<file path="config.mk">
export PLATFORM = sky130hd
export DESIGN_NAME = move_to_front_history_list_unit_flat
export DESIGN_NICKNAME = d
export VERILOG_FILES = /design/src/design/mtf_pkg.sv /design/src/design/mtf_if.sv /design/src/design/move_to_front_history_list_unit.sv /design/src/flat_wrapper.sv
export SDC_FILE = /design/constraint.sdc
export NUM_CORES = 1
export LEC_CHECK = 0
export BUFFER_PORTS_ARGS = -buffer_cell sky130_fd_sc_hd__buf_4
export CORE_MARGIN = 10
export CORE_UTILIZATION = 40
export CTS_CLUSTER_DIAMETER = 80
export DETAILED_ROUTE_END_ITERATION = 12
export MAX_ROUTING_LAYER = met4
export PLACE_DENSITY = 0.55
export SYNTH_ARGS = -nofsm -noshare
export SYNTH_HDL_FRONTEND = slang
export SYNTH_SLANG_ARGS = --single-unit
</file>
<file path="constraint.sdc">
create_clock -name i_clk -period 4.1 [get_ports i_clk]
set_input_delay 0.82 -clock i_clk [delete_from_list [all_inputs] [get_ports i_clk]]
set_output_delay 0.82 -clock i_clk [all_outputs]
set_load 0.01 [all_outputs]
</file>
<file path="src/design/mtf_pkg.sv">
// ----------------------------------------------------------------------------
// mtf_pkg
// Shared types and constants of the move-to-front history list.
// ----------------------------------------------------------------------------
`default_nettype none

package mtf_pkg;

    // fixed field widths on the channels and of the capacity register
    localparam int KEY_FIELD_W = 16;
    localparam int POS_W       = 4;
    localparam int OCC_W       = 5;
    localparam int CAP_W       = 5;

    // defaults of the top-level parameters
    localparam int DEF_LIST_DEPTH = 16;
    localparam int DEF_KEY_BITS   = 16;

    // configuration port
    localparam int APB_ADDR_W = 3;
    localparam int APB_DATA_W = 32;
    localparam int REG_IDX_W  = APB_ADDR_W - 2;
    localparam logic [REG_IDX_W-1:0] REG_CAPACITY = '0;
    localparam logic [CAP_W-1:0]     CAPACITY_RESET = 5'd16;

    typedef enum logic [1:0] {
        ST_IDLE,
        ST_SCAN,
        ST_FINISH
    } t_state;

endpackage

`default_nettype wire

</file>
<file path="src/design/mtf_if.sv">
// ----------------------------------------------------------------------------
// mtf_if
// Valid/ready channels: access key in, access report out.
// ----------------------------------------------------------------------------
`default_nettype none

interface mtf_in_if;
    logic                               valid;
    logic                               ready;
    logic [mtf_pkg::KEY_FIELD_W-1:0]    contact_key;

    modport source (output valid, output contact_key, input ready);
    modport sink   (input valid, input contact_key, output ready);
endinterface

interface mtf_out_if;
    logic                               valid;
    logic                               ready;
    logic                               hit;
    logic [mtf_pkg::POS_W-1:0]          hit_position;
    logic                               evicted;
    logic [mtf_pkg::KEY_FIELD_W-1:0]    evicted_key;
    logic [mtf_pkg::OCC_W-1:0]          occupancy;

    modport source (output valid, output hit, output hit_position, output evicted,
                    output evicted_key, output occupancy, input ready);
    modport sink   (input valid, input hit, input hit_position, input evicted,
                    input evicted_key, input occupancy, output ready);
endinterface

`default_nettype wire

</file>
<file path="src/design/move_to_front_history_list_unit.sv">
// ----------------------------------------------------------------------------
// move_to_front_history_list_unit
// Recency-ordered key list with move-to-front on hit, insert on miss.
// ----------------------------------------------------------------------------
// Usage:
//   i_in carries one contact key per word; o_out returns one report per
//   access: hit, former position, eviction, evicted key and occupancy.
//   The APB port holds the capacity register at byte address 0.
//   The keys sit in one synchronous RAM. A single pass walks the list from
//   the front: each cycle it reads entry i+1 while writing entry i with the
//   key carried from entry i-1, so scan and shift happen together. The pass
//   ends on a match or at the tail.
//   A hit stops the walk at the matching position, a miss walks all keys
//   held; the report then loads from the finish state. One access is in
//   flight at a time: the next key is accepted once the report is loaded,
//   and the RAM walk covers one entry per cycle.
//   A finished report waits in the output register; if the receiver stalls
//   with a report still pending, the next access holds before finishing.
//   Reset empties the list (count zero, RAM contents left as they are)
//   and sets capacity to 16.
// ----------------------------------------------------------------------------
`default_nettype none

module move_to_front_history_list_unit #(
    parameter int LIST_DEPTH = mtf_pkg::DEF_LIST_DEPTH,
    parameter int KEY_BITS   = mtf_pkg::DEF_KEY_BITS
) (
    input  wire logic                               i_clk,
    input  wire logic                               i_rst_n,
    mtf_in_if.sink                                  i_in,
    mtf_out_if.source                               o_out,
    input  wire logic                               psel,
    input  wire logic                               penable,
    input  wire logic                               pwrite,
    input  wire logic [mtf_pkg::APB_ADDR_W-1:0]     paddr,
    input  wire logic [mtf_pkg::APB_DATA_W-1:0]     pwdata,
    output logic      [mtf_pkg::APB_DATA_W-1:0]     prdata,
    output logic                                    pready
);

    localparam int IW   = (LIST_DEPTH > 1) ? $clog2(LIST_DEPTH) : 1;
    localparam int CW   = $clog2(LIST_DEPTH + 1);
    localparam int CMPW = (CW > mtf_pkg::CAP_W) ? CW : mtf_pkg::CAP_W;

    // ---------------- configuration ----------------
    logic [mtf_pkg::CAP_W-1:0] r_capacity;
    logic                      cfg_wr;
    logic                      cfg_sel;

    assign pready  = 1'b1;
    assign cfg_sel = (paddr[mtf_pkg::APB_ADDR_W-1:2] == mtf_pkg::REG_CAPACITY);
    assign cfg_wr  = psel && penable && pwrite && pready && cfg_sel;
    assign prdata  = cfg_sel ? mtf_pkg::APB_DATA_W'(r_capacity) : '0;

    always_ff @(posedge i_clk) begin
        if (!i_rst_n) begin
            r_capacity <= mtf_pkg::CAPACITY_RESET;
        end else if (cfg_wr) begin
            r_capacity <= pwdata[mtf_pkg::CAP_W-1:0];
        end
    end

    // zero counts as one, above the depth clamps to the depth
    logic [CW-1:0] cap_eff;
    always_comb begin
        if (r_capacity == '0) begin
            cap_eff = CW'(1);
        end else if (CMPW'(r_capacity) > CMPW'(LIST_DEPTH)) begin
            cap_eff = CW'(LIST_DEPTH);
        end else begin
            cap_eff = CW'(r_capacity);
        end
    end

    // ---------------- key RAM ----------------
    logic [KEY_BITS-1:0] r_order_keys [LIST_DEPTH];
    logic [KEY_BITS-1:0] r_rd_data;
    logic [IW-1:0]       mem_raddr;
    logic                mem_we;
    logic [IW-1:0]       mem_waddr;
    logic [KEY_BITS-1:0] mem_wdata;

    always_ff @(posedge i_clk) begin
        if (mem_we) begin
            r_order_keys[mem_waddr] <= mem_wdata;
        end
    end

    always_ff @(posedge i_clk) begin
        r_rd_data <= r_order_keys[mem_raddr];
    end

    // ---------------- control ----------------
    mtf_pkg::t_state     r_state, n_state;
    logic [CW-1:0]       r_count;
    logic [KEY_BITS-1:0] r_key;
    logic [KEY_BITS-1:0] r_carry;
    logic [IW-1:0]       r_idx;
    logic                r_hit;
    logic [IW-1:0]       r_pos;
    logic                r_out_valid;

    logic [KEY_BITS-1:0] key_in;
    logic                in_fire;
    logic                out_load;
    logic                match;
    logic                at_tail;
    logic                at_cap;
    logic [CW-1:0]       new_count;

    assign key_in  = KEY_BITS'(i_in.contact_key);
    assign in_fire = i_in.valid && i_in.ready;
    assign match   = (r_rd_data == r_key);
    assign at_tail = ((CW'(r_idx) + CW'(1)) == r_count);
    assign at_cap  = (r_count >= cap_eff);

    always_comb begin
        if (r_hit) begin
            new_count = r_count;
        end else if (at_cap) begin
            new_count = cap_eff;
        end else begin
            new_count = r_count + CW'(1);
        end
    end

    // next state
    always_comb begin
        n_state = r_state;
        unique case (r_state)
            mtf_pkg::ST_IDLE: begin
                if (in_fire) begin
                    n_state = (r_count == '0) ? mtf_pkg::ST_FINISH : mtf_pkg::ST_SCAN;
                end
            end
            mtf_pkg::ST_SCAN: begin
                if (match || at_tail) begin
                    n_state = mtf_pkg::ST_FINISH;
                end
            end
            mtf_pkg::ST_FINISH: begin
                if (out_load) begin
                    n_state = mtf_pkg::ST_IDLE;
                end
            end
            default: n_state = mtf_pkg::ST_IDLE;
        endcase
    end

    // outputs of the sequencer
    always_comb begin
        i_in.ready = 1'b0;
        out_load   = 1'b0;
        mem_raddr  = '0;
        mem_we     = 1'b0;
        mem_waddr  = r_idx;
        mem_wdata  = r_carry;
        unique case (r_state)
            mtf_pkg::ST_IDLE: begin
                i_in.ready = 1'b1;
            end
            mtf_pkg::ST_SCAN: begin
                // read ahead while the current entry takes the carried key
                mem_raddr = r_idx + IW'(1);
                mem_we    = 1'b1;
            end
            mtf_pkg::ST_FINISH: begin
                out_load  = !r_out_valid || o_out.ready;
                // miss: old tail moves one place down, if there is room
                mem_waddr = IW'(r_count);
                mem_we    = out_load && !r_hit && (r_count < CW'(LIST_DEPTH));
            end
            default: ;
        endcase
    end

    always_ff @(posedge i_clk) begin
        if (!i_rst_n) begin
            r_state     <= mtf_pkg::ST_IDLE;
            r_count     <= '0;
            r_out_valid <= 1'b0;
        end else begin
            r_state <= n_state;
            if (out_load) begin
                r_count     <= new_count;
                r_out_valid <= 1'b1;
            end else if (o_out.ready) begin
                r_out_valid <= 1'b0;
            end
        end
    end

    always_ff @(posedge i_clk) begin
        if (in_fire) begin
            r_key   <= key_in;
            r_carry <= key_in;
            r_idx   <= '0;
            r_hit   <= 1'b0;
            r_pos   <= '0;
        end else if (r_state == mtf_pkg::ST_SCAN) begin
            r_carry <= r_rd_data;
            if (match) begin
                r_hit <= 1'b1;
                r_pos <= r_idx;
            end else begin
                r_idx <= r_idx + IW'(1);
            end
        end
    end

    // ---------------- report register ----------------
    logic                              r_o_hit;
    logic [mtf_pkg::POS_W-1:0]         r_o_pos;
    logic                              r_o_evicted;
    logic [mtf_pkg::KEY_FIELD_W-1:0]   r_o_evicted_key;
    logic [mtf_pkg::OCC_W-1:0]         r_o_occupancy;

    always_ff @(posedge i_clk) begin
        if (out_load) begin
            r_o_hit         <= r_hit;
            r_o_pos         <= mtf_pkg::POS_W'(r_pos);
            r_o_evicted     <= !r_hit && at_cap;
            // carry holds the tail key once a miss has walked the list
            r_o_evicted_key <= (!r_hit && at_cap) ?
                               mtf_pkg::KEY_FIELD_W'(r_carry) : '0;
            r_o_occupancy   <= mtf_pkg::OCC_W'(new_count);
        end
    end

    assign o_out.valid        = r_out_valid;
    assign o_out.hit          = r_o_hit;
    assign o_out.hit_position = r_o_pos;
    assign o_out.evicted      = r_o_evicted;
    assign o_out.evicted_key  = r_o_evicted_key;
    assign o_out.occupancy    = r_o_occupancy;

endmodule

`default_nettype wire
</file>
<file path="src/flat_wrapper.sv">
// flat-port wrapper written by rule: the top's interface ports become plain ports
module move_to_front_history_list_unit_flat 
#(
    parameter int LIST_DEPTH = mtf_pkg::DEF_LIST_DEPTH,
    parameter int KEY_BITS   = mtf_pkg::DEF_KEY_BITS
)
  (i_clk, i_rst_n, psel, penable, pwrite, paddr, pwdata, prdata, pready, i_in_valid, i_in_contact_key, i_in_ready, o_out_valid, o_out_hit, o_out_hit_position, o_out_evicted, o_out_evicted_key, o_out_occupancy, o_out_ready);
  mtf_in_if i_in_i ();
  mtf_out_if o_out_i ();
  input  wire logic i_clk;
  input  wire logic i_rst_n;
  input  wire logic psel;
  input  wire logic penable;
  input  wire logic pwrite;
  input  wire logic [mtf_pkg::APB_ADDR_W-1:0] paddr;
  input  wire logic [mtf_pkg::APB_DATA_W-1:0] pwdata;
  output logic      [mtf_pkg::APB_DATA_W-1:0] prdata;
  output logic pready;
  input wire logic [$bits(i_in_i.valid)-1:0] i_in_valid;
  input wire logic [$bits(i_in_i.contact_key)-1:0] i_in_contact_key;
  output wire logic [$bits(i_in_i.ready)-1:0] i_in_ready;
  output wire logic [$bits(o_out_i.valid)-1:0] o_out_valid;
  output wire logic [$bits(o_out_i.hit)-1:0] o_out_hit;
  output wire logic [$bits(o_out_i.hit_position)-1:0] o_out_hit_position;
  output wire logic [$bits(o_out_i.evicted)-1:0] o_out_evicted;
  output wire logic [$bits(o_out_i.evicted_key)-1:0] o_out_evicted_key;
  output wire logic [$bits(o_out_i.occupancy)-1:0] o_out_occupancy;
  input wire logic [$bits(o_out_i.ready)-1:0] o_out_ready;
  assign i_in_i.valid = i_in_valid;
  assign i_in_i.contact_key = i_in_contact_key;
  assign i_in_ready = i_in_i.ready;
  assign o_out_valid = o_out_i.valid;
  assign o_out_hit = o_out_i.hit;
  assign o_out_hit_position = o_out_i.hit_position;
  assign o_out_evicted = o_out_i.evicted;
  assign o_out_evicted_key = o_out_i.evicted_key;
  assign o_out_occupancy = o_out_i.occupancy;
  assign o_out_i.ready = o_out_ready;
  move_to_front_history_list_unit #(.LIST_DEPTH(LIST_DEPTH), .KEY_BITS(KEY_BITS)) u_core (.i_clk(i_clk), .i_rst_n(i_rst_n), .i_in(i_in_i), .o_out(o_out_i), .psel(psel), .penable(penable), .pwrite(pwrite), .paddr(paddr), .pwdata(pwdata), .prdata(prdata), .pready(pready));
endmodule
</file>
==> summary.md <==
| Metric | Value |
|---|---|
| Peak VDD IR | 0.000351 V |
| Total internal power | 7220 uW |
| Total wire length | 34,500 um |
| Die Ht | 210 um |
| Min Tclk post-route | 3200 ps |
| Req. time, crit path | about 4300 ps |
| Area Growth Syn to Fin | 14.9% |
| WS Path Type | flop to flop |
| CORE AREA | ~36,000 um2 |
| Setup_tns | 0 ps |
| Worst-skew pair later-pin latency | 520 ps |
| Type of origin of the critical path | flop |
| Nets | 1,115 |
| Placer Congestion | 0.832 |
| Post-synth cell types | 52 |
| Initial core utilization | 40.6% |
| Post-CTS Resized | 0 |
| 1st-iter DRT viols | 678 |
| RSZ-0062 raised after global routing | no |
| Status | complete, no violations |
| Clock share of power | 32.8% |
| Drt drc | 0 |
| Max-Cap Viols | 0 |
| Initial antenna violation count | 6 |
| DR vias | 8,098 |
| Fraction of registers with async set/reset | 0% |
| WHS | 430 ps |
| Hold_buf cts | 0 |
| Input/output buffers | 62 |
| Clock Sinks | 353 |
| F_max | ~310 MHz |
| Root Buffer | clkbuf_16 |
| Yosys warns | 0 |
| Net load switching power | between 2000 and 3000 uW |
| Fin. Hold Viols | 0 |
| Lkg Pwr | around 0.006 uW |
| Placement Setup Slack | 834 ps |
| Antenna Cells | 0 |
| Cells after synthesis | 966 |
| Final setup viols | 0 |
| Post-synthesis sequential area ratio | 70.8% |
| Clock tree from TritonCTS | done |
| CTS Buffer Depth | 3 |
| Netlist Area Pre-Place | 14,400 um2 |
| Mean post-synth cell area | 14.9 um2 |
| Vias in the first global route | 7,808 |
| DR vias/cell | 5.28 |
| Min-delay worst type | flop to flop |
| Initial DRT Pass Iterations | 5 |
| Post-synth EDFFs | 315 |
| GRT Residual Overflow | 0 |
| Setup Skew | approximately 14 ps |
| PwrDens | roughly 610 nW/um2 |
| Io pins | 120 |
| Rows | between 60 and 70 |
| Clock transition at path regs | 60 ps |
| Worst Tran Pin Value | 1070 ps |
| Worst setup margin | 896 ps |
| Final HPWL DP | 21,200 um |
| Switching share of power | 28.2% |
| Logic gate share of total power | 14.6% |
| Post-synthesis register bit count | 353 |
| Seq pwr share | a little over half |
| Layout cells sized above 1 | approximately a fifth |
| Period utilization | 78.2% |
| Max-slew headroom | 28.6% |
| Post-CTS setup buffer count | 0 |
| Top FF cell, synth | edfxtp_1 |
| Antenna viol nets, final | 0 |
| Fillers | 3,130 |
| TritonCTS buffer count | 37 |
| Crit Path Max Fanout | 14 |
| Worst Setup End Kind | flop |
| Die Area | roughly 44,000 um2 |
| Largest net degree at the start of global routing | 63 |
| Die Span X | 210 um |
| Total GRT Usage | around 16% |
| Pins Over Slew Limit | 0 |
| WL/cell | roughly 22 um |
| Worst path arrival time | around 3400 ps |
| H-tree levels | 2 |
| Global-route wire length before repair | 51,700 um |
cell families after synthesis:
group	after synthesis	synth area share [%]
compound gates	134	6.39
xor+xnor	23	1.45
fa+ha+maj	11	0.954
buf+inv	96	3.79
flops	353	70.8
mux	93	8.12
other cells	2	0.0521
simple gates	254	8.40
power by group through the flow:
stage	sequential [uW]	combinational, uW	clock, uW
global route	5350	1600	3520
finish	5290	1460	3300
CTS	5290	1480	3360
floorplan	5070	992	0
global placement	5350	1460	0
detailed placement	5360	1480	0
sequential cells by signal, summed over array words and instances (netlist names):
signal                     cells
u_core.o_out.valid             1
u_core.r_hit                   1
u_core.r_key                  16
u_core.o_out.hit_position      4
u_core.r_capacity              5
u_core.o_out.occupancy         5
u_core.r_pos                   4
u_core.r_idx                   4
u_core.r_order_keys          256
u_core.o_out.hit               1
u_core.o_out.evicted_key      16
u_core.mem_wdata              16
u_core.r_count                 5
u_core.r_state                 2
u_core.o_out.evicted           1
u_core.r_rd_data              16
worst max-delay path, stage by stage (launching register included):
cell and delay (ps):
dfxtp_1 320, inv_1 80, ha_1 490, or3b_1 570, nor2_2 130, o21a_2 160
nand3_1 210, nor2_2 590, buf_4 330
through the flow:
| step | area (um2) | std cells | power [uW] | utilization [%] |
|---|---|---|---|---|
| after floorplan | 14500 | 992 | 6060 | - |
| after global placement | 15400 | 1468 | 6810 | 43.3 |
| after detailed placement | 15400 | 1468 | 6830 | 43.3 |
| after CTS | 16600 | 1535 | 10100 | 46.6 |
| after global routing | 16600 | 1535 | 10500 | 46.6 |
| final | 16600 | 1535 | 10100 | 46.6 |
per-layer routing:
layer / vias up / global-route usage (%) / share of wire (%)
met5: - / - / 0
met4: 0 / 3.92 / 2.0
met3: 50 / 2.26 / 5.9
met2: 234 / 24.2 / 46
met1: 4072 / 22.0 / 46
li1: 3742 / - / -
cells in the mapped netlist, types with 2 or more instances:
cell type	instances	area share [%]
o22ai_1	3	0.13
clkbuf_1	23	0.60
nand3b_1	2	0.10
clkinv_1	2	0.052
a31oi_1	19	0.82
a311oi_1	15	0.91
o21a_1	2	0.10
o21ai_0	5	0.17
buf_6	6	0.47
nand2_1	129	3.4
conb_1	2	0.052
a21oi_1	33	1.1
nand2b_1	3	0.13
nor3b_1	2	0.10
and2_1	16	0.69
mux2_2	2	0.16
xor2_1	2	0.12
nand3_1	10	0.35
nand4_1	4	0.17
or3_1	2	0.087
a211oi_1	47	2.4
buf_4	33	1.7
ha_1	11	0.95
buf_2	13	0.45
dfxtp_1	38	5.3
nor2_1	33	0.86
edfxtp_1	315	66
xnor2_1	20	1.2
mux2i_1	72	5.0
o32ai_1	3	0.18
inv_1	14	0.36
nor3_1	3	0.10
nor2b_1	42	1.8
buf_1	4	0.10
mux4_2	19	3.0
placed cells by master, fill, tap and decap left out, types with 4 or more instances in the layout:
master | synthesis | routed
a21oi_1 | 33 | 33
a311oi_1 | 15 | 15
mux4_2 | 19 | 19
nand4_1 | 4 | 4
nor2_1 | 33 | 17
bufinv_16 | 0 | 4
inv_1 | 14 | 14
clkinv_1 | 2 | 6
dfxtp_1 | 38 | 37
and2_1 | 16 | 16
mux2i_1 | 72 | 72
nor2_2 | 1 | 17
a31oi_1 | 19 | 19
clkbuf_16 | 0 | 37
clkinv_2 | 0 | 10
conb_1 | 2 | 28
xnor2_1 | 20 | 20
nand2_1 | 129 | 127
buf_4 | 33 | 95
nor2b_1 | 42 | 39
a211oi_1 | 47 | 47
o21ai_0 | 5 | 5
clkbuf_1 | 23 | 7
nand3_1 | 10 | 10
edfxtp_1 | 315 | 315
ha_1 | 11 | 11
area by class of cell:
type	count	area (um2)	share of cell area, %
Inverter	16	60.1	0.362
Tap cell	461	577	3.48
Multi-Input combinational cell	543	3820	23.0
Clock inverter	22	219	1.32
Sequential cell	353	10200	61.7
Timing Repair Buffer	95	713	4.30
Clock buffer	45	966	5.83
final timing paths:
kind | cells past startpoint | start | to | slack (ps)
setup / recovery | 8 | u_core.r_state[0] | u_core.r_order_keys[12][12] | 900
hold / removal | 0 | u_core.r_pos[0] | u_core.o_out.hit_position[0] | 430
setup reg to reg | 8 | u_core.r_state[0] | u_core.r_order_keys[12][12] | 900
hold reg to reg | 0 | u_core.r_pos[0] | u_core.o_out.hit_position[0] | 430
No activity file was read; power rests on OpenSTA's default activity.
